[src/rtl/core/assert_macros.svh]
// assertion macros shared by the classifier rtl
`ifndef ASSERT_MACROS_SVH
`define ASSERT_MACROS_SVH
`ifndef SYNTHESIS
`define FSC_ASSERT(lbl, prop, msg) \
  lbl: assert property (@(posedge clk) disable iff (!rst_n) (prop)) else $error(msg);
`define FSC_ASSERT_ANY(lbl, prop, msg) \
  lbl: assert property (@(posedge clk) (prop)) else $error(msg);
`else
`define FSC_ASSERT(lbl, prop, msg)
`define FSC_ASSERT_ANY(lbl, prop, msg)
`endif
`endif

[src/rtl/core/fsc_pkg.sv]
// types and constants of the flow signature classifier
package fsc_pkg;

  localparam int CFG_ADDR_W = 2;
  localparam int CFG_DATA_W = 16;

  localparam logic [CFG_ADDR_W-1:0] CFG_MARKER_PORT = 2'd0;
  localparam logic [CFG_ADDR_W-1:0] CFG_STAGE_LIMIT = 2'd1;

  localparam logic [15:0] MARKER_PORT_RST = 16'd12345;
  localparam logic [3:0]  STAGE_LIMIT_RST = 4'd8;

  typedef enum logic [1:0] {
    VERDICT_NONE = 2'd0,
    VERDICT_DET  = 2'd1,
    VERDICT_EXC  = 2'd2
  } verdict_t;

  localparam logic [3:0] RULE_NONE     = 4'd0;
  localparam logic [3:0] RULE_PORT     = 4'd1;
  localparam logic [3:0] RULE_UDP_LEN  = 4'd2;
  localparam logic [3:0] RULE_UDP_SIG0 = 4'd3;
  localparam logic [3:0] RULE_UDP_SIG1 = 4'd4;
  localparam logic [3:0] RULE_UDP_SIG2 = 4'd5;
  localparam logic [3:0] RULE_UDP_SIG3 = 4'd6;
  localparam logic [3:0] RULE_UDP_SIG4 = 4'd7;
  localparam logic [3:0] RULE_UDP_SIG5 = 4'd8;
  localparam logic [3:0] RULE_TCP_LEN  = 4'd9;
  localparam logic [3:0] RULE_TCP_SIG  = 4'd10;

  typedef struct packed {
    logic        mode;
    logic        new_flow;
    logic [15:0] source_port;
    logic [15:0] body_len;
    logic [63:0] head_bytes_low;
    logic [63:0] head_bytes_mid;
    logic [31:0] head_bytes_top;
  } item_t;

  typedef struct packed {
    logic [15:0] marker_port;
    logic [3:0]  udp_stage_limit;
  } fsc_cfg_t;

  typedef struct packed {
    logic [3:0] packet_stage;
    logic [3:0] match_count;
    verdict_t   held_verdict;
  } fsc_state_t;

endpackage

[src/rtl/core/fsc_if.sv]
// channel interfaces: packet items, results and register writes
interface fsc_item_if;
  logic        valid;
  logic        ready;
  logic        mode;
  logic        new_flow;
  logic [15:0] source_port;
  logic [15:0] body_len;
  logic [63:0] head_bytes_low;
  logic [63:0] head_bytes_mid;
  logic [31:0] head_bytes_top;

  modport source (output valid, mode, new_flow, source_port, body_len,
                  head_bytes_low, head_bytes_mid, head_bytes_top, input ready);
  modport sink   (input valid, mode, new_flow, source_port, body_len,
                  head_bytes_low, head_bytes_mid, head_bytes_top, output ready);
endinterface

interface fsc_result_if;
  logic       valid;
  logic       ready;
  logic [1:0] verdict;
  logic [3:0] matched_rule;

  modport source (output valid, verdict, matched_rule, input ready);
  modport sink   (input valid, verdict, matched_rule, output ready);
endinterface

interface fsc_cfg_if import fsc_pkg::*; ();
  logic                  valid;
  logic                  ready;
  logic [CFG_ADDR_W-1:0] addr;
  logic [CFG_DATA_W-1:0] data;

  modport source (output valid, addr, data, input ready);
  modport sink   (input valid, addr, data, output ready);
endinterface

[src/rtl/core/fsc_cfg_regs.sv]
// configuration registers: marker port and udp stage limit
module fsc_cfg_regs import fsc_pkg::*; (
  input  logic       clk,
  input  logic       rst_n,
  fsc_cfg_if.sink    cfg_chan,
  output fsc_cfg_t   cfg
);

  fsc_cfg_t cfg_r;
  fsc_cfg_t cfg_nxt;

  assign cfg_chan.ready = 1'b1;
  assign cfg = cfg_r;

  always_comb begin
    cfg_nxt = cfg_r;
    if (cfg_chan.valid) begin
      case (cfg_chan.addr)
        CFG_MARKER_PORT: cfg_nxt.marker_port = cfg_chan.data;
        CFG_STAGE_LIMIT: cfg_nxt.udp_stage_limit = cfg_chan.data[3:0];
        default: ;
      endcase
    end
  end

  always_ff @(posedge clk) begin
    if (!rst_n) begin
      cfg_r.marker_port     <= MARKER_PORT_RST;
      cfg_r.udp_stage_limit <= STAGE_LIMIT_RST;
    end else begin
      cfg_r <= cfg_nxt;
    end
  end

endmodule

[src/rtl/core/fsc_classify.sv]
// per-packet classification and flow state update
module fsc_classify import fsc_pkg::*; (
  input  item_t      item,
  input  fsc_cfg_t   cfg,
  input  fsc_state_t state,
  output fsc_state_t state_nxt,
  output logic [1:0] verdict,
  output logic [3:0] rule
);

  function automatic logic [3:0] sat_inc(input logic [3:0] x);
    sat_inc = (x == 4'hf) ? 4'hf : x + 4'd1;
  endfunction

  logic [159:0] head;
  assign head = {item.head_bytes_low, item.head_bytes_mid, item.head_bytes_top};

  // byte pairs, big-endian, named by their first byte
  logic [15:0] pr0, pr2, pr3, pr4, pr5, pr8, pr13, pr18;
  logic [7:0]  b2;
  assign pr0  = head[159 -: 16];
  assign pr2  = head[143 -: 16];
  assign pr3  = head[135 -: 16];
  assign pr4  = head[127 -: 16];
  assign pr5  = head[119 -: 16];
  assign pr8  = head[95  -: 16];
  assign pr13 = head[55  -: 16];
  assign pr18 = head[15  -: 16];
  assign b2   = head[143 -: 8];

  logic [3:0] sig_rule;
  always_comb begin
    sig_rule = RULE_NONE;
    if (pr0 == 16'h0100 && pr3 == 16'h2a6e && pr8 == 16'h1327)
      sig_rule = RULE_UDP_SIG0;
    else if (pr0 == 16'h4100 && pr13 == 16'h0800 && pr18 == 16'h0000)
      sig_rule = RULE_UDP_SIG1;
    else if (pr0 == 16'h4300 && pr4 == 16'hff01)
      sig_rule = RULE_UDP_SIG2;
    else if (item.head_bytes_low == 64'h3e000000fc100000)
      sig_rule = RULE_UDP_SIG3;
    else if (pr0 == 16'h6431 && b2 == 8'h3a)
      sig_rule = RULE_UDP_SIG4;
    else if (pr0 == 16'h4200 && pr2 == 16'h0000 && pr5 == 16'h1000)
      sig_rule = RULE_UDP_SIG5;
  end

  logic [3:0] stage0;
  logic [3:0] count0;
  verdict_t   held0;
  logic [3:0] stage1;
  logic       exc;
  logic       tcp_hit;
  logic [15:0] len;

  always_comb begin
    stage0 = item.new_flow ? 4'd0 : state.packet_stage;
    count0 = item.new_flow ? 4'd0 : state.match_count;
    held0  = item.new_flow ? VERDICT_NONE : state.held_verdict;
    stage1 = sat_inc(stage0);
    len    = item.body_len;
    exc    = 1'b0;
    rule   = RULE_NONE;
    tcp_hit = 1'b0;
    state_nxt.packet_stage = stage0;
    state_nxt.match_count  = count0;
    state_nxt.held_verdict = held0;

    if (held0 == VERDICT_NONE) begin
      if (item.mode) begin
        if (item.source_port == cfg.marker_port) begin
          rule = RULE_PORT;
        end else begin
          state_nxt.packet_stage = stage1;
          if (stage1 <= cfg.udp_stage_limit && len >= 16'd40 && len < 16'd50) begin
            state_nxt.match_count = sat_inc(count0);
          end else if ({1'b0, stage1} == {1'b0, count0} + 5'd1 && stage1 >= 4'd3 &&
                       len >= 16'd220) begin
            rule = RULE_UDP_LEN;
          end
          if (rule == RULE_NONE) begin
            if (len > 16'd16) rule = sig_rule;
            if (rule == RULE_NONE && stage1 > cfg.udp_stage_limit) exc = 1'b1;
          end
        end
      end else begin
        state_nxt.packet_stage = stage1;
        case (count0)
          4'd0:    tcp_hit = (len == 16'd185);
          4'd1:    tcp_hit = (len >= 16'd9 && len <= 16'd12);
          4'd2:    tcp_hit = (len >= 16'd18 && len <= 16'd21);
          4'd3:    tcp_hit = (len == 16'd92);
          4'd4:    tcp_hit = (len >= 16'd109 && len <= 16'd111);
          4'd5:    tcp_hit = (len == 16'd21);
          default: tcp_hit = 1'b1;
        endcase
        // counts above five only come from mixed transports: sequence idle
        if (count0 <= 4'd5) begin
          if (tcp_hit) begin
            state_nxt.match_count = count0 + 4'd1;
            if (count0 == 4'd5) rule = RULE_TCP_LEN;
          end else begin
            exc = 1'b1;
          end
        end
        if (rule == RULE_NONE && pr0 == 16'h0400) rule = RULE_TCP_SIG;
      end
      // detection wins over exclusion
      if (rule != RULE_NONE) state_nxt.held_verdict = VERDICT_DET;
      else if (exc) state_nxt.held_verdict = VERDICT_EXC;
    end
    verdict = state_nxt.held_verdict;
  end

endmodule

[src/rtl/core/flow_signature_classifier.sv]
// top level of the flow signature classifier
// Takes one packet per clock when unstalled and returns one result per packet in order.
// A packet is captured in an input register, classified against the flow state, and
// the verdict lands in the result register. The sustained rate when unstalled is one
// packet per cycle; it is set by the flow state loop, which reads and rewrites packet
// stage, match count and held verdict for each packet. A stalled result register
// holds the input register, and the input side keeps accepting while the result
// register is free or being drained in the same cycle. The user must write registers
// through the configuration channel only while no packet is in flight; not enforced.
`include "assert_macros.svh"
module flow_signature_classifier import fsc_pkg::*; (
  input  logic          clk,
  input  logic          rst_n,
  fsc_item_if.sink      in_chan,
  fsc_result_if.source  out_chan,
  fsc_cfg_if.sink       cfg_chan
);

  fsc_cfg_t   cfg;
  item_t      item_r, item_nxt;
  logic       item_valid_r, item_valid_nxt;
  fsc_state_t state_r, state_nxt, state_upd;
  logic       out_valid_r, out_valid_nxt;
  logic [1:0] verdict_r, verdict_nxt, verdict_c;
  logic [3:0] rule_r, rule_nxt, rule_c;
  logic       advance;
  logic       in_xfer;
  logic       held_keep;
  logic       rule_shown;

  fsc_cfg_regs u_cfg (
    .clk      (clk),
    .rst_n    (rst_n),
    .cfg_chan (cfg_chan),
    .cfg      (cfg)
  );

  fsc_classify u_classify (
    .item      (item_r),
    .cfg       (cfg),
    .state     (state_r),
    .state_nxt (state_upd),
    .verdict   (verdict_c),
    .rule      (rule_c)
  );

  assign advance       = item_valid_r && (!out_valid_r || out_chan.ready);
  assign in_chan.ready = !item_valid_r || advance;
  assign in_xfer       = in_chan.valid && in_chan.ready;

  assign out_chan.valid        = out_valid_r;
  assign out_chan.verdict      = verdict_r;
  assign out_chan.matched_rule = rule_r;

  always_comb begin
    item_nxt       = item_r;
    item_valid_nxt = item_valid_r;
    if (in_xfer) begin
      item_valid_nxt          = 1'b1;
      item_nxt.mode           = in_chan.mode;
      item_nxt.new_flow       = in_chan.new_flow;
      item_nxt.source_port    = in_chan.source_port;
      item_nxt.body_len       = in_chan.body_len;
      item_nxt.head_bytes_low = in_chan.head_bytes_low;
      item_nxt.head_bytes_mid = in_chan.head_bytes_mid;
      item_nxt.head_bytes_top = in_chan.head_bytes_top;
    end else if (advance) begin
      item_valid_nxt = 1'b0;
    end

    state_nxt     = advance ? state_upd : state_r;
    verdict_nxt   = advance ? verdict_c : verdict_r;
    rule_nxt      = advance ? rule_c : rule_r;
    out_valid_nxt = advance ? 1'b1 : (out_chan.ready ? 1'b0 : out_valid_r);
  end

  always_ff @(posedge clk) begin
    if (!rst_n) begin
      item_valid_r          <= 1'b0;
      out_valid_r           <= 1'b0;
      state_r.packet_stage  <= 4'd0;
      state_r.match_count   <= 4'd0;
      state_r.held_verdict  <= VERDICT_NONE;
    end else begin
      item_valid_r <= item_valid_nxt;
      out_valid_r  <= out_valid_nxt;
      state_r      <= state_nxt;
    end
  end

  always_ff @(posedge clk) begin
    item_r    <= item_nxt;
    verdict_r <= verdict_nxt;
    rule_r    <= rule_nxt;
  end

  assign held_keep  = advance && !item_r.new_flow && state_r.held_verdict != VERDICT_NONE;
  assign rule_shown = out_valid_r && rule_r != RULE_NONE;

  `FSC_ASSERT_ANY(a_rst_clears_out, !rst_n |=> !out_valid_r, "result valid after reset")
  `FSC_ASSERT(a_state_frozen, !advance |=> state_r == $past(state_r), "state moved while idle")
  `FSC_ASSERT(a_verdict_held, held_keep |=> state_r == $past(state_r), "held verdict not kept")
  `FSC_ASSERT(a_rule_implies_det, rule_shown |-> verdict_r == VERDICT_DET, "rule without detection")
  `FSC_ASSERT(a_ready_when_free, !out_valid_r |-> in_chan.ready, "input held with empty output")

endmodule
[src/flat_wrapper.sv]
// flat-port wrapper written by rule: the top's interface ports become plain ports
module flow_signature_classifier_flat import fsc_pkg::*;
  (clk, rst_n, in_chan_valid, in_chan_mode, in_chan_new_flow, in_chan_source_port, in_chan_body_len, in_chan_head_bytes_low, in_chan_head_bytes_mid, in_chan_head_bytes_top, in_chan_ready, out_chan_valid, out_chan_verdict, out_chan_matched_rule, out_chan_ready, cfg_chan_valid, cfg_chan_addr, cfg_chan_data, cfg_chan_ready);
  fsc_item_if in_chan_i ();
  fsc_result_if out_chan_i ();
  fsc_cfg_if cfg_chan_i ();
  input  logic clk;
  input  logic rst_n;
  input wire logic [$bits(in_chan_i.valid)-1:0] in_chan_valid;
  input wire logic [$bits(in_chan_i.mode)-1:0] in_chan_mode;
  input wire logic [$bits(in_chan_i.new_flow)-1:0] in_chan_new_flow;
  input wire logic [$bits(in_chan_i.source_port)-1:0] in_chan_source_port;
  input wire logic [$bits(in_chan_i.body_len)-1:0] in_chan_body_len;
  input wire logic [$bits(in_chan_i.head_bytes_low)-1:0] in_chan_head_bytes_low;
  input wire logic [$bits(in_chan_i.head_bytes_mid)-1:0] in_chan_head_bytes_mid;
  input wire logic [$bits(in_chan_i.head_bytes_top)-1:0] in_chan_head_bytes_top;
  output wire logic [$bits(in_chan_i.ready)-1:0] in_chan_ready;
  output wire logic [$bits(out_chan_i.valid)-1:0] out_chan_valid;
  output wire logic [$bits(out_chan_i.verdict)-1:0] out_chan_verdict;
  output wire logic [$bits(out_chan_i.matched_rule)-1:0] out_chan_matched_rule;
  input wire logic [$bits(out_chan_i.ready)-1:0] out_chan_ready;
  input wire logic [$bits(cfg_chan_i.valid)-1:0] cfg_chan_valid;
  input wire logic [$bits(cfg_chan_i.addr)-1:0] cfg_chan_addr;
  input wire logic [$bits(cfg_chan_i.data)-1:0] cfg_chan_data;
  output wire logic [$bits(cfg_chan_i.ready)-1:0] cfg_chan_ready;
  assign in_chan_i.valid = in_chan_valid;
  assign in_chan_i.mode = in_chan_mode;
  assign in_chan_i.new_flow = in_chan_new_flow;
  assign in_chan_i.source_port = in_chan_source_port;
  assign in_chan_i.body_len = in_chan_body_len;
  assign in_chan_i.head_bytes_low = in_chan_head_bytes_low;
  assign in_chan_i.head_bytes_mid = in_chan_head_bytes_mid;
  assign in_chan_i.head_bytes_top = in_chan_head_bytes_top;
  assign in_chan_ready = in_chan_i.ready;
  assign out_chan_valid = out_chan_i.valid;
  assign out_chan_verdict = out_chan_i.verdict;
  assign out_chan_matched_rule = out_chan_i.matched_rule;
  assign out_chan_i.ready = out_chan_ready;
  assign cfg_chan_i.valid = cfg_chan_valid;
  assign cfg_chan_i.addr = cfg_chan_addr;
  assign cfg_chan_i.data = cfg_chan_data;
  assign cfg_chan_ready = cfg_chan_i.ready;
  flow_signature_classifier u_core (.clk(clk), .rst_n(rst_n), .in_chan(in_chan_i), .out_chan(out_chan_i), .cfg_chan(cfg_chan_i));
endmodule
[config.mk]
export PLATFORM = sky130hd
export DESIGN_NAME = flow_signature_classifier_flat
export DESIGN_NICKNAME = d
export VERILOG_FILES = /design/src/rtl/core/fsc_pkg.sv /design/src/rtl/core/fsc_if.sv /design/src/rtl/core/fsc_cfg_regs.sv /design/src/rtl/core/fsc_classify.sv /design/src/rtl/core/flow_signature_classifier.sv /design/src/flat_wrapper.sv
export VERILOG_INCLUDE_DIRS = /design/src /design/src/rtl/core
export SDC_FILE = /design/constraint.sdc
export NUM_CORES = 1
export LEC_CHECK = 0
export ABC_AREA = 1
export BUFFER_PORTS_ARGS = -buffer_cell sky130_fd_sc_hd__clkbuf_2
export CAP_MARGIN = 30
export CORE_MARGIN = 3
export CORE_UTILIZATION = 45
export CTS_CLUSTER_DIAMETER = 120
export DETAILED_ROUTE_END_ITERATION = 6
export GPL_ROUTABILITY_DRIVEN = 1
export PLACE_DENSITY = 0.8
export SLEW_MARGIN = 20
export SYNTH_ARGS = -nofsm -noshare
export SYNTH_HDL_FRONTEND = slang
export SYNTH_SLANG_ARGS = --single-unit
[constraint.sdc]
create_clock -name clk -period 6.1 [get_ports clk]
set_clock_uncertainty 0.15 [all_clocks]
set_input_delay 1.22 -clock clk [delete_from_list [all_inputs] [get_ports clk]]
set_output_delay 1.22 -clock clk [all_outputs]
set_load 0.02 [all_outputs]
==> run_results.csv <==
group,metric,value,unit
run_status,outcome,"complete, no violations",
layout,drive_above_1_share,21.94,%
grt,grt_pass1_vias,6169,
sta,period_needed,3.243,ns
place,dp.cells,1245,
place,post-dp-hpwl,13.62,mm
setup_path,slowest_stage,"edfxtp_1",
logic_synthesis,synth_top_area_share,55.18,%
power_and_ir_drop,p_leak,4.309,nW
sta,hold_viol,0,
setup_path,r2r-end,"u_core.state_r[4]$_SDFFE_PN0P_",
setup_path,worstPathCellList,"nor2_2 -> ha_1 -> nand3_2 -> nand2_1 -> inv_1 -> ha_1 -> o21bai_1 -> nand4_1 -> nand2_1 -> nand2_1 -> nand3_1 -> nand2_1 -> nand3_1 -> nand2_1 -> o21ai_0 -> a21oi_1",
setup_path,crit_family,"simple AND/OR/NAND/NOR gates",
route,wl_per_cell,14.53,microns
setup_path,cp_slowest_stage_delay,0.61,ns
layout,stdcell_count,1278,
logic_synthesis,seq_area_frac_synth,62.93,%
die,start_util,46.85,%
logic_synthesis,syn_area_per_cell,9.709,sq um
setup_path,cp.arrival,3.40,ns
clock_network,cts_resized,0,
logic_synthesis,synth_area_leaders,"edfxtp_1, nand2_1, dfxtp_1",
route,dr_total_vias,6415,
clock_network,clockBufferDepth,2,
logic_synthesis,synth_edf_count,152,
route,routed_wirelength,18.57,mm
logic_synthesis,synth_ff_type,"edfxtp_1",
logic_synthesis,yosysMostFrequentCell,"nand2_1",
grt,gr-total-overflow,0,
layout,fin_nets,1266,
worst_hold_path,hp-class,"reg2reg",
sta,fin_setup_tns,0,ns
setup_path,criticalPathCategory,"reg2reg",
sta,tightestPinTransition,0.5880,ns
layout,antenna_cells,0,
layout,seqCellArea,5205,sq um
logic_synthesis,synth_cell_types,40,
sta,finalSetupViolCount,0,
worst_hold_path,holdPathEnd,"u_core.u_cfg.cfg[1]$_SDFFE_PN0P_",
layout,synthToLayoutAreaGrowth,21.61,%
sta,clock.fmax,308.4,MHz
clock_network,cts_setup_buffers,0,
setup_path,cpMostUsedCell,"nand2_1",
worst_hold_path,hold_start,"u_core.u_cfg.cfg[1]$_SDFFE_PN0P_",
clock_network,cts_tree,"yes",
grt,grt_pass1_wl,29.50,mm
logic_synthesis,synth.top_cells.by_count,"nand2_1, nor2_1, edfxtp_1",
layout,multi_input_area,2646,sq um
die,core_area,17660,sq um
clock_network,clk_pin_slew,0.07,ns
die,fp.dieW,141.6,microns
setup_path,end_kind,"flop",
grt,grt_usage,18.61,%
sta,slew_viol_final,0,
route,antenna_left,0,
clock_network,clock_sinks,184,
clock_network,numCtsBuffers,17,
setup_path,required,6.26,ns
setup_path,crit_fanout,8,
place,place_area,9402,sq um
setup_path,timing.rr.start,"u_core.item_r[192]$_DFFE_PP_",
place,portBuffers,176,
die,rows,48,
setup_path,cp-start-kind,"flop",
logic_synthesis,syn-cell-area,8272,sq um
run,cap_viol_max_count,0,
logic_synthesis,syn_nets,1078,
route,first_iter_violations,514,
logic_synthesis,yosysWarnings,0,
clock_network,root_buffer,"clkbuf_16",
logic_synthesis,ys_ff_latch,184,
worst_hold_path,holdPathStages,2,
route,drtPass1Iterations,5,
route,route.detailed.drc,0,
sta,maxSlewHeadroom,60.59,%
die,die_h,141.6,microns
layout,fin_area,10060,sq um
setup_path,rr_worst_depth,16,
grt,grt_max_degree,111,
setup_path,worst-path-buf-inv,1,
die,dieArea,20040,sq um
clock_network,htreeDepth,4,
sta,grt_setup_unrepaired,"false",
clock_network,cts_hold_buf,0,
sta,period_share,53.16,%
power_and_ir_drop,peakVddDrop,0.0002354,V
logic_synthesis,yosys.area.top_type,"edfxtp_1",
logic_synthesis,synthCells,852,
die,io_pins,226,
clock_network,clk_latency,0.43,ns
setup_path,reg2reg_slack,2.86,ns
layout,nFillCells,1520,
logic_synthesis,async_reset_ff_share,0,%
route,avgViaCountPerCell,5.020,
power_and_ir_drop,powerDensity,283.8,nW/um^2
grt,grt_antenna_before_repair,0,
place,place_congestion,0.8860,
[worst max-delay path by stage]
stage          cells after the start  slack, ns                        endpoint                          from
5_1_grt                           15       2.67  u_core.state_r[5]$_SDFFE_PN0P_  u_core.item_r[192]$_DFFE_PP_
2_1_floorplan                      4       1.05      u_core.item_r[0]$_DFFE_PP_                out_chan_ready
4_1_cts                           16       2.94  u_core.state_r[4]$_SDFFE_PN0P_  u_core.item_r[192]$_DFFE_PP_
3_5_place_dp                       6       2.66    u_core.item_r[118]$_DFFE_PP_                out_chan_ready
6_report                          16       2.86  u_core.state_r[4]$_SDFFE_PN0P_  u_core.item_r[192]$_DFFE_PP_
3_3_place_gp                       6       2.73    u_core.item_r[136]$_DFFE_PP_                out_chan_ready
[stage by stage]
stage	utilization (%)	setup WS (ns)	hold WS [ns]	power, mW
floorplan	-	1.047	0.2847	1.613
global placement	53.25	2.732	0.3028	1.693
detailed placement	53.25	2.665	0.3135	1.702
CTS	56.82	2.938	0.3242	2.876
global route	56.97	2.671	0.3526	2.964
finish	56.97	2.857	0.3251	2.855
[final cells by class]
type / count / share of cell area [%]
Tap cell: 225 / 2.799
Multi-Input combinational cell: 561 / 26.31
Clock inverter: 15 / 2.040
Clock buffer: 17 / 4.229
Inverter: 98 / 3.781
Sequential cell: 184 / 51.74
Timing Repair Buffer: 178 / 9.105
[power breakdown]
part	leakage, nW	total (mW)	switching, mW	internal, mW
clock network	0.308	1.18	0.513	0.664
registers	1.75	1.47	0.0351	1.44
logic	2.25	0.205	0.120	0.0842
[sequential cells by signal (all words and copies together) (netlist names)]
name,flops
u_core.item_r,146
u_core.u_cfg.cfg,20
u_core.state_r,10
u_core.out_chan.matched_rule,4
u_core.out_chan.verdict,2
u_core.item_valid_r,1
u_core.out_chan.valid,1
[cell usage in the layout (no fill, tap or decap), drive strengths merged, types with 5 or more instances in the layout]
cell,n
a21oi,26
clkbuf,193
clkinv,6
dfxtp,32
edfxtp,152
ha,9
inv,103
nand2,198
nand3,53
nand3b,5
nand4,31
nor2,162
nor3,13
o211ai,6
o21ai,30
xnor2,14
[tightest hold or removal path, stage by stage, from the launching register on]
cell     delay (ns)
dfxtp_1        0.30
inv_1          0.07
a21oi_1        0.06
[kinds of logic after synthesis]
logic type	synth area share, %
compound gates	4.629
buf+inv	5.083
simple gates	24.47
xor+xnor	1.482
other cells	0.04534
flops	62.93
fa+ha+maj	1.361
[routing by layer]
metal	part of all wire, %	wire (microns)	track usage (%)	up-vias
li1	-	-	-	3232
met1	42	7748	23.49	2928
met2	49	9170	30.98	228
met3	6.8	1266	5.359	27
met4	2.0	380	6.111	0
met5	0	0	0	-
No activity file was read; power rests on OpenSTA's default activity.
